File: config.mk
export PLATFORM = sky130hd
export DESIGN_NAME = keyboard_scan_lcd_serial_io_flat
export DESIGN_NICKNAME = d
export VERILOG_FILES = /design/src/hw/rtl/ksl_pkg.sv /design/src/hw/rtl/ksl_ifs.sv /design/src/hw/rtl/keyboard_scan_lcd_serial_io.sv /design/src/flat_wrapper.sv
export SDC_FILE = /design/constraint.sdc
export NUM_CORES = 1
export LEC_CHECK = 0
export BUFFER_PORTS_ARGS = -buffer_cell sky130_fd_sc_hd__buf_2
export CAP_MARGIN = 20
export CORE_MARGIN = 3
export CORE_UTILIZATION = 30
export CTS_CLUSTER_DIAMETER = 40
export DETAILED_ROUTE_END_ITERATION = 6
export GPL_TIMING_DRIVEN = 0
export MAX_ROUTING_LAYER = met4
export SETUP_SLACK_MARGIN = 0.05
export SLEW_MARGIN = 15
export SYNTH_ARGS = -nofsm -noshare
export SYNTH_HDL_FRONTEND = slang
export SYNTH_SLANG_ARGS = --single-unit
File: constraint.sdc
create_clock -name clock -period 2 [get_ports clock]
set_clock_uncertainty 0.1 [all_clocks]
set_input_delay 0.2 -clock clock [delete_from_list [all_inputs] [get_ports clock]]
set_output_delay 0.2 -clock clock [all_outputs]
set_load 0.02 [all_outputs]
File: src/hw/rtl/ksl_pkg.sv
`default_nettype none
package ksl_pkg;

   localparam int KEY_COLUMNS = 8;
   localparam int LCD_UNITS   = 6;

   localparam int KEY_IDX_W   = (KEY_COLUMNS > 1) ? $clog2(KEY_COLUMNS) : 1;
   localparam int DIP_COLUMNS = 4;

   typedef enum logic [1:0] {
      CMD_READ    = 2'd0,
      CMD_WRITE   = 2'd1,
      CMD_KEY_SET = 2'd2
   } command_type;

   typedef enum logic [0:0] {
      CSR_DIP_SWITCHES = 1'b0,
      CSR_POWER_ON     = 1'b1
   } csr_index_type;

   localparam logic [4:0] OFS_SCAN_MASK = 5'h00;
   localparam logic [4:0] OFS_KEY_READ  = 5'h02;
   localparam logic [4:0] OFS_LCD_CTRL  = 5'h06;
   localparam logic [4:0] OFS_STATUS    = 5'h08;
   localparam logic [4:0] OFS_LCD_DATA  = 5'h0A;
   localparam logic [4:0] OFS_LCD_CLK_B = 5'h0B;

   localparam logic [7:0] UNMAPPED_BYTE = 8'hFF;
   localparam logic [2:0] LCD_SEL_NONE  = 3'd0;
   localparam logic [2:0] LCD_SEL_OFF   = 3'd7;
   localparam logic [2:0] LCD_LAST_BIT  = 3'd7;

   localparam logic [3:0] DIP_RESET     = 4'd4;
   localparam logic       POWER_RESET   = 1'b1;

endpackage
`default_nettype wire

File: src/hw/rtl/ksl_ifs.sv
`default_nettype none
interface ksl_req_if;
   logic       valid;
   logic       ready;
   logic [1:0] command;
   logic [4:0] offset;
   logic [7:0] write_byte;
   logic [2:0] key_column;
   logic [9:0] key_bits;

   modport source (output valid, command, offset, write_byte, key_column, key_bits,
                   input ready);
   modport sink (input valid, command, offset, write_byte, key_column, key_bits,
                 output ready);
endinterface

interface ksl_rsp_if;
   logic       valid;
   logic       ready;
   logic [7:0] read_byte;
   logic       lcd_valid;
   logic [2:0] lcd_select;
   logic       lcd_is_command;
   logic [7:0] lcd_byte;

   modport source (output valid, read_byte, lcd_valid, lcd_select, lcd_is_command,
                   lcd_byte, input ready);
   modport sink (input valid, read_byte, lcd_valid, lcd_select, lcd_is_command,
                 lcd_byte, output ready);
endinterface
`default_nettype wire

File: src/hw/rtl/keyboard_scan_lcd_serial_io.sv
`default_nettype none
// Keyboard scan, LCD serial and status I/O controller. Each item is a bus read,
// a bus write, a key-column update or a no-op, and each gives exactly one result
// item in the cycle after it is accepted. One item is taken every cycle: decode,
// the OR of the selected key columns and the LCD bit counter all sit between the
// input handshake and a single result register, and the input stays ready while
// that register is empty or being drained. Every eighth read of offset 10 or 11
// sends the latched LCD byte to the unit chosen by the control byte if it names
// a unit. Configuration writes (DIP switches, power line) take effect at once.
module keyboard_scan_lcd_serial_io (
   input  wire logic        clock,
   input  wire logic        reset,
   ksl_req_if.sink          req_bus,
   ksl_rsp_if.source        rsp_bus,
   input  wire logic        csr_we,
   input  wire logic [0:0]  csr_index,
   input  wire logic [3:0]  csr_wdata
);

   logic [3:0] dip_ff;
   logic       power_ff;
   logic [7:0] scan_mask_ff, scan_mask_in;
   logic [7:0] lcd_latch_ff, lcd_latch_in;
   logic [7:0] lcd_control_ff, lcd_control_in;
   logic [2:0] bit_count_ff, bit_count_in;
   logic [9:0] key_matrix_ff [ksl_pkg::KEY_COLUMNS];

   logic       rsp_valid_ff, rsp_valid_in;
   logic [7:0] read_byte_ff, read_byte_in;
   logic       lcd_valid_ff, lcd_valid_in;
   logic [2:0] lcd_select_ff, lcd_select_in;
   logic       lcd_is_command_ff, lcd_is_command_in;
   logic [7:0] lcd_byte_ff, lcd_byte_in;

   logic                 req_accept;
   logic                 key_write;
   logic [9:0]           selected_or;
   logic [2:0]           lcd_sel_code;
   logic                 lcd_unit_ok;
   ksl_pkg::command_type cmd;

   assign req_bus.ready = !rsp_valid_ff || rsp_bus.ready;
   assign req_accept    = req_bus.valid && req_bus.ready;
   assign cmd           = ksl_pkg::command_type'(req_bus.command);

   // A column takes part when its scan mask bit is low; the DIP switches
   // stand in for return bit 9 of the first four columns.
   always_comb begin
      selected_or = '0;
      for (int c = 0; c < ksl_pkg::KEY_COLUMNS; c++) begin
         if (!scan_mask_ff[c]) begin
            if (c < ksl_pkg::DIP_COLUMNS) begin
               selected_or = selected_or | {dip_ff[c], key_matrix_ff[c][8:0]};
            end else begin
               selected_or = selected_or | key_matrix_ff[c];
            end
         end
      end
   end

   assign lcd_sel_code = lcd_control_ff[2:0];
   assign lcd_unit_ok  = (lcd_sel_code != ksl_pkg::LCD_SEL_NONE)
                      && (lcd_sel_code != ksl_pkg::LCD_SEL_OFF)
                      && (32'(lcd_sel_code) <= ksl_pkg::LCD_UNITS);

   assign key_write = req_accept && (cmd == ksl_pkg::CMD_KEY_SET)
                   && (32'(req_bus.key_column) < ksl_pkg::KEY_COLUMNS);

   always_comb begin
      scan_mask_in      = scan_mask_ff;
      lcd_latch_in      = lcd_latch_ff;
      lcd_control_in    = lcd_control_ff;
      bit_count_in      = bit_count_ff;
      read_byte_in      = '0;
      lcd_valid_in      = 1'b0;
      lcd_select_in     = '0;
      lcd_is_command_in = 1'b0;
      lcd_byte_in       = '0;
      case (cmd)
         ksl_pkg::CMD_READ: begin
            case (req_bus.offset)
               ksl_pkg::OFS_SCAN_MASK: read_byte_in = scan_mask_ff;
               ksl_pkg::OFS_KEY_READ:  read_byte_in = ~selected_or[7:0];
               ksl_pkg::OFS_STATUS:    read_byte_in = {power_ff, 5'b11111,
                                                       ~selected_or[9:8]};
               ksl_pkg::OFS_LCD_DATA, ksl_pkg::OFS_LCD_CLK_B: begin
                  read_byte_in = ksl_pkg::UNMAPPED_BYTE;
                  bit_count_in = bit_count_ff + 3'd1;
                  if (bit_count_ff == ksl_pkg::LCD_LAST_BIT && lcd_unit_ok) begin
                     lcd_valid_in      = 1'b1;
                     lcd_select_in     = lcd_sel_code - 3'd1;
                     lcd_is_command_in = lcd_control_ff[3];
                     lcd_byte_in       = lcd_latch_ff;
                  end
               end
               default: read_byte_in = ksl_pkg::UNMAPPED_BYTE;
            endcase
         end
         ksl_pkg::CMD_WRITE: begin
            case (req_bus.offset)
               ksl_pkg::OFS_SCAN_MASK: scan_mask_in   = req_bus.write_byte;
               ksl_pkg::OFS_LCD_CTRL:  lcd_control_in = req_bus.write_byte;
               ksl_pkg::OFS_LCD_DATA:  lcd_latch_in   = req_bus.write_byte;
               default: ;
            endcase
         end
         default: ;
      endcase
   end

   assign rsp_valid_in = req_accept || (rsp_valid_ff && !rsp_bus.ready);

   always_ff @(posedge clock) begin
      if (reset) begin
         dip_ff         <= ksl_pkg::DIP_RESET;
         power_ff       <= ksl_pkg::POWER_RESET;
         scan_mask_ff   <= '0;
         lcd_latch_ff   <= '0;
         lcd_control_ff <= '0;
         bit_count_ff   <= '0;
         rsp_valid_ff   <= 1'b0;
         for (int c = 0; c < ksl_pkg::KEY_COLUMNS; c++) begin
            key_matrix_ff[c] <= '0;
         end
      end else begin
         if (csr_we) begin
            case (ksl_pkg::csr_index_type'(csr_index))
               ksl_pkg::CSR_DIP_SWITCHES: dip_ff   <= csr_wdata;
               ksl_pkg::CSR_POWER_ON:     power_ff <= csr_wdata[0];
               default: ;
            endcase
         end
         if (req_accept) begin
            scan_mask_ff   <= scan_mask_in;
            lcd_latch_ff   <= lcd_latch_in;
            lcd_control_ff <= lcd_control_in;
            bit_count_ff   <= bit_count_in;
         end
         if (key_write) begin
            key_matrix_ff[req_bus.key_column[ksl_pkg::KEY_IDX_W-1:0]] <= req_bus.key_bits;
         end
         rsp_valid_ff <= rsp_valid_in;
      end
   end

   always_ff @(posedge clock) begin
      if (req_accept) begin
         read_byte_ff      <= read_byte_in;
         lcd_valid_ff      <= lcd_valid_in;
         lcd_select_ff     <= lcd_select_in;
         lcd_is_command_ff <= lcd_is_command_in;
         lcd_byte_ff       <= lcd_byte_in;
      end
   end

   assign rsp_bus.valid          = rsp_valid_ff;
   assign rsp_bus.read_byte      = read_byte_ff;
   assign rsp_bus.lcd_valid      = lcd_valid_ff;
   assign rsp_bus.lcd_select     = lcd_select_ff;
   assign rsp_bus.lcd_is_command = lcd_is_command_ff;
   assign rsp_bus.lcd_byte       = lcd_byte_ff;

   // An LCD send only ever comes from a clock read, which returns all ones.
   a_lcd_on_clock_read: assert property (@(posedge clock) disable iff (reset)
      rsp_valid_ff && lcd_valid_ff |-> read_byte_ff == ksl_pkg::UNMAPPED_BYTE)
      else $error("LCD send on an item that is not a clock read");

   a_lcd_fields_idle: assert property (@(posedge clock) disable iff (reset)
      rsp_valid_ff && !lcd_valid_ff |->
         lcd_select_ff == 3'd0 && !lcd_is_command_ff && lcd_byte_ff == 8'd0)
      else $error("LCD fields not cleared without a send");

   a_lcd_unit_range: assert property (@(posedge clock) disable iff (reset)
      rsp_valid_ff && lcd_valid_ff |-> 32'(lcd_select_ff) < ksl_pkg::LCD_UNITS)
      else $error("LCD unit index out of range");

   a_count_only_on_item: assert property (@(posedge clock) disable iff (reset)
      !req_accept |=> $stable(bit_count_ff))
      else $error("LCD bit counter moved without an item");

   a_send_wraps_count: assert property (@(posedge clock) disable iff (reset)
      req_accept && lcd_valid_in |=> bit_count_ff == 3'd0)
      else $error("LCD send without the bit counter wrapping");

endmodule
`default_nettype wire

File: src/flat_wrapper.sv
// flat-port wrapper written by rule: the top's interface ports become plain ports
module keyboard_scan_lcd_serial_io_flat 
  (clock, reset, csr_we, csr_index, csr_wdata, req_bus_valid, req_bus_command, req_bus_offset, req_bus_write_byte, req_bus_key_column, req_bus_key_bits, req_bus_ready, rsp_bus_valid, rsp_bus_read_byte, rsp_bus_lcd_valid, rsp_bus_lcd_select, rsp_bus_lcd_is_command, rsp_bus_lcd_byte, rsp_bus_ready);
  ksl_req_if req_bus_i ();
  ksl_rsp_if rsp_bus_i ();
  input  wire logic clock;
  input  wire logic reset;
  input  wire logic csr_we;
  input  wire logic [0:0] csr_index;
  input  wire logic [3:0] csr_wdata;
  input wire logic [$bits(req_bus_i.valid)-1:0] req_bus_valid;
  input wire logic [$bits(req_bus_i.command)-1:0] req_bus_command;
  input wire logic [$bits(req_bus_i.offset)-1:0] req_bus_offset;
  input wire logic [$bits(req_bus_i.write_byte)-1:0] req_bus_write_byte;
  input wire logic [$bits(req_bus_i.key_column)-1:0] req_bus_key_column;
  input wire logic [$bits(req_bus_i.key_bits)-1:0] req_bus_key_bits;
  output wire logic [$bits(req_bus_i.ready)-1:0] req_bus_ready;
  output wire logic [$bits(rsp_bus_i.valid)-1:0] rsp_bus_valid;
  output wire logic [$bits(rsp_bus_i.read_byte)-1:0] rsp_bus_read_byte;
  output wire logic [$bits(rsp_bus_i.lcd_valid)-1:0] rsp_bus_lcd_valid;
  output wire logic [$bits(rsp_bus_i.lcd_select)-1:0] rsp_bus_lcd_select;
  output wire logic [$bits(rsp_bus_i.lcd_is_command)-1:0] rsp_bus_lcd_is_command;
  output wire logic [$bits(rsp_bus_i.lcd_byte)-1:0] rsp_bus_lcd_byte;
  input wire logic [$bits(rsp_bus_i.ready)-1:0] rsp_bus_ready;
  assign req_bus_i.valid = req_bus_valid;
  assign req_bus_i.command = req_bus_command;
  assign req_bus_i.offset = req_bus_offset;
  assign req_bus_i.write_byte = req_bus_write_byte;
  assign req_bus_i.key_column = req_bus_key_column;
  assign req_bus_i.key_bits = req_bus_key_bits;
  assign req_bus_ready = req_bus_i.ready;
  assign rsp_bus_valid = rsp_bus_i.valid;
  assign rsp_bus_read_byte = rsp_bus_i.read_byte;
  assign rsp_bus_lcd_valid = rsp_bus_i.lcd_valid;
  assign rsp_bus_lcd_select = rsp_bus_i.lcd_select;
  assign rsp_bus_lcd_is_command = rsp_bus_i.lcd_is_command;
  assign rsp_bus_lcd_byte = rsp_bus_i.lcd_byte;
  assign rsp_bus_i.ready = rsp_bus_ready;
  keyboard_scan_lcd_serial_io u_core (.clock(clock), .reset(reset), .req_bus(req_bus_i), .rsp_bus(rsp_bus_i), .csr_we(csr_we), .csr_index(csr_index), .csr_wdata(csr_wdata));
endmodule
==> impl_metrics.yaml <==
yosys:
  post_synth_most_frequent_cells: "sky130_fd_sc_hd__edfxtp_1, sky130_fd_sc_hd__and2_1, sky130_fd_sc_hd__nor2b_1, sky130_fd_sc_hd__dfxtp_1, sky130_fd_sc_hd__nand3_1"
  synth.avg_cell_area_um2: 12.2
  netlist.top_cell.by_area: "sky130_fd_sc_hd__edfxtp_1"
  synth_top_cells_by_area: "sky130_fd_sc_hd__edfxtp_1, sky130_fd_sc_hd__dfxtp_1, sky130_fd_sc_hd__and2_1"
  synth-edff-count: 97
  ys.flop_type: "sky130_fd_sc_hd__edfxtp_1"
  ys_async_sr_fraction_pct: 0
  netlist.area_leader.share_pct: 51.4
  synthMostInstantiatedCell: "sky130_fd_sc_hd__edfxtp_1"
  synthesis.instances: 464
  post_synth_instance_area_mm2: 0.00566
  synth_warnings: 0
  netlist-cell-type-count: 52
  postSynthRegisterBits: 126
  synth_fp_nets: 507
  synth_seq_area_share_pct: 61.7
detailed_routing:
  wl_per_cell_um: 18.9
  post_detailed_route_via_to_cell_ratio: 5.04
  drt_antenna_net_count: 0
  routed_wl_mm: 15.2
  route.vias.total: 4044
  drt_pass1_iterations: 5
  detail_route.iter0.violations: 295
  route.detailed.drc: 0
worst_setup_path:
  critPathKind: "flop to flop"
  critPathLaunchType: "flop"
  cp_max_fo: 10
  timing.critical_path.required_ns: 2.18
  worstSetupEndpointType: "flop"
  arrival_ns: 2.06
floorplan:
  start_util_pct: 31.0
  die_h_um: 143
  die_width_um: 143
  boundaryPins: 61
  die-area_mm2: 0.0206
  rows: 49
  area_of_the_placeable_core_mm2: 0.0183
sta:
  unrepaired_setup_endpoints_after_global_routing: "no"
  setup_tns_ns: 0
  timing.max_slew.rel_slack_pct: 59.1
  finalCriticalPeriod_ns: 1.88
  finalHoldViolCount: 0
  drv_slew: 0
  timing.final.crit_share_pct: 93.9
  timing.fmax_mhz: 533
  transition_time_at_the_pin_with_the_least_slew_margin_ns: 0.614
  setup_viol: 0
placed_design:
  dp.final_hpwl_mm: 10.5
  post-place-cells: 752
  post_dp_cell_area_mm2: 0.00624
  port-buffer-count: 59
  place.gp.congestion: 0.891
layout:
  final_area_mm2: 0.00706
  utilization_pct: 38.6
  area.growth.synth_to_final_pct: 24.6
  final-instance-count-excl-fill: 803
  fillerInstances: 1770
  diodes: 0
  finalNetCount: 605
  share_of_cells_above_drive_strength_1_pct: 24.2
power_and_ir_drop:
  power.ir.vdd_worst_uv: 537
  p_per_area_mw_per_mm2: 907
  p_leak_nw: 2.67
clocking:
  htree_num_levels: 4
  clk_latency_ns: 0.42
  root_buffer: "sky130_fd_sc_hd__clkbuf_16"
  cts_sinks: 126
  clk_transition_reported_paths_ns: 0.05
  clk_path_buf_depth: 2
  cts_made_buffers: 17
  clock_tree_from_tritoncts: "done"
hold_path:
  worstHoldPathType: "input port to flop"
status:
  outcome: "complete, no violations"
grt:
  grt_pass1_wl_mm: 23.1
  grt_antenna_before_repair: 0
  pin_count_of_the_biggest_net_entering_global_routing: 22
  grt_pass1_vias: 4217
  grt_usage_pct: 15.6
  grt_overflow: 0
flow_run:
  cap_violations: 0
cells in the final DEF (no fill, tap or decap), types with 6 or more instances in the layout:
cell                             n
sky130_fd_sc_hd__a21oi_1        23
sky130_fd_sc_hd__a222oi_1        6
sky130_fd_sc_hd__a22oi_1         7
sky130_fd_sc_hd__and2_1         78
sky130_fd_sc_hd__and2_2         10
sky130_fd_sc_hd__buf_2          61
sky130_fd_sc_hd__buf_4           9
sky130_fd_sc_hd__clkbuf_1       15
sky130_fd_sc_hd__clkbuf_16      17
sky130_fd_sc_hd__dfxtp_1        25
sky130_fd_sc_hd__dlygate4sd3_1  14
sky130_fd_sc_hd__edfxtp_1       97
sky130_fd_sc_hd__inv_1          10
sky130_fd_sc_hd__nand2b_1        8
sky130_fd_sc_hd__nand3_1        25
sky130_fd_sc_hd__nand4_1         6
sky130_fd_sc_hd__nor2_1         10
sky130_fd_sc_hd__nor2b_1        35
sky130_fd_sc_hd__o21ai_0        21
sky130_fd_sc_hd__or2_2           7
logic make-up (layout without fill, tap and decap cells):
group / count (synthesis) / count (layout) / synth area share (%)
AND/OR/NAND/NOR: 204 / 204 / 23.1
flip-flops: 126 / 126 / 61.7
AO/OA/AOI/OAI: 87 / 87 / 10.3
buffers and inverters: 36 / 146 / 2.74
adder cells (fa/ha/maj): 5 / 5 / 1.10
multiplexers: 5 / 5 / 0.884
XOR/XNOR: 1 / 1 / 0.155
stage by stage:
stage / hold slack, ns / worst slack (ns) / total power (W)
2_1_floorplan: 0.218 / 0.0842 / 0.00314
3_3_place_gp: 0.318 / -0.275 / 0.00330
3_5_place_dp: 0.323 / -0.314 / 0.00331
4_1_cts: 0.0314 / 0.0618 / 0.00643
5_1_grt: 0.0477 / 0.0461 / 0.00659
6_report: 0.0470 / 0.123 / 0.00640
area by class of cell:
cell class	instances	area [µm²]	area share [%]
Buffer	22	106	1.51
Clock buffer	21	440	6.24
Clock inverter	10	145	2.06
Inverter	14	57.6	0.816
Multi-Input combinational cell	302	2040	28.9
Sequential cell	126	3500	49.6
Tap cell	229	287	4.06
Timing Repair Buffer	79	480	6.81
per-layer routing:
| metal | global-route usage [%] | share of wire [%] | wire, µm | vias to the layer above |
|---|---|---|---|---|
| li1 | - | - | - | 1903 |
| met1 | 19.0 | 43 | 6530 | 1950 |
| met2 | 25.0 | 48 | 7260 | 159 |
| met3 | 4.06 | 6.4 | 976 | 32 |
| met4 | 6.19 | 2.6 | 395 | 0 |
| met5 | - | 0 | 0 | - |
report_power, final:
group / switching [W] / leakage [nW] / total, W / internal [W]
clock: 0.00106 / 0.285 / 0.00312 / 0.00205
combinational: 0.000237 / 1.13 / 0.000368 / 0.000130
sequential: 0.0000252 / 1.26 / 0.00292 / 0.00289
total: 0.00132 / 2.67 / 0.00640 / 0.00507
worst max-delay path, stage by stage, from the launching register on:
cell and delay [ns]:
sky130_fd_sc_hd__dfxtp_1 0.30, sky130_fd_sc_hd__nand2b_1 0.05, sky130_fd_sc_hd__buf_2 0.22, sky130_fd_sc_hd__nand3_2 0.24
sky130_fd_sc_hd__nor3_1 0.30, sky130_fd_sc_hd__clkbuf_2 0.34, sky130_fd_sc_hd__and2_1 0.19
final timing paths:
check / startpoint / endpoint / slack [ns] / depth (start not counted)
worst min-delay path: req_bus_valid / u_core.rsp_bus.valid$_SDFF_PP0_ / 0.05 / 3
worst max-delay path: u_core.rsp_bus.valid$_SDFF_PP0_ / u_core.key_matrix_ff[6][3]$_SDFFCE_PN0P_ / 0.12 / 6
worst max register to register: u_core.rsp_bus.valid$_SDFF_PP0_ / u_core.key_matrix_ff[6][3]$_SDFFCE_PN0P_ / 0.12 / 6
worst min register to register: u_core.lcd_latch_ff[3]$_SDFFE_PP0P_ / u_core.lcd_latch_ff[3]$_SDFFE_PP0P_ / 0.37 / 2
registers in the layout (all words and copies together), names as in the netlist:
register and cells:
u_core.rsp_bus.read_byte 8, u_core.key_matrix_ff 76, u_core.rsp_bus.lcd_byte 8, u_core.rsp_bus.lcd_is_command 1, u_core.power_ff 1, u_core.rsp_bus.lcd_valid 1, u_core.bit_count_ff 3, u_core.lcd_latch_ff 8
u_core.lcd_control_ff 4, u_core.dip_ff 4, u_core.rsp_bus.valid 1, u_core.rsp_bus.lcd_select 3, u_core.scan_mask_ff 8
repair_timing:
action / in CTS / in global routing
hold endpoints to repair: 26 / 0
setup buffers: 5 / 1
gates resized for setup: 6 / 17
hold buffers: 14 / 0
setup endpoints to repair: 40 / 55
pin swaps: 3 / 3
No activity file was read; power rests on OpenSTA's default activity.
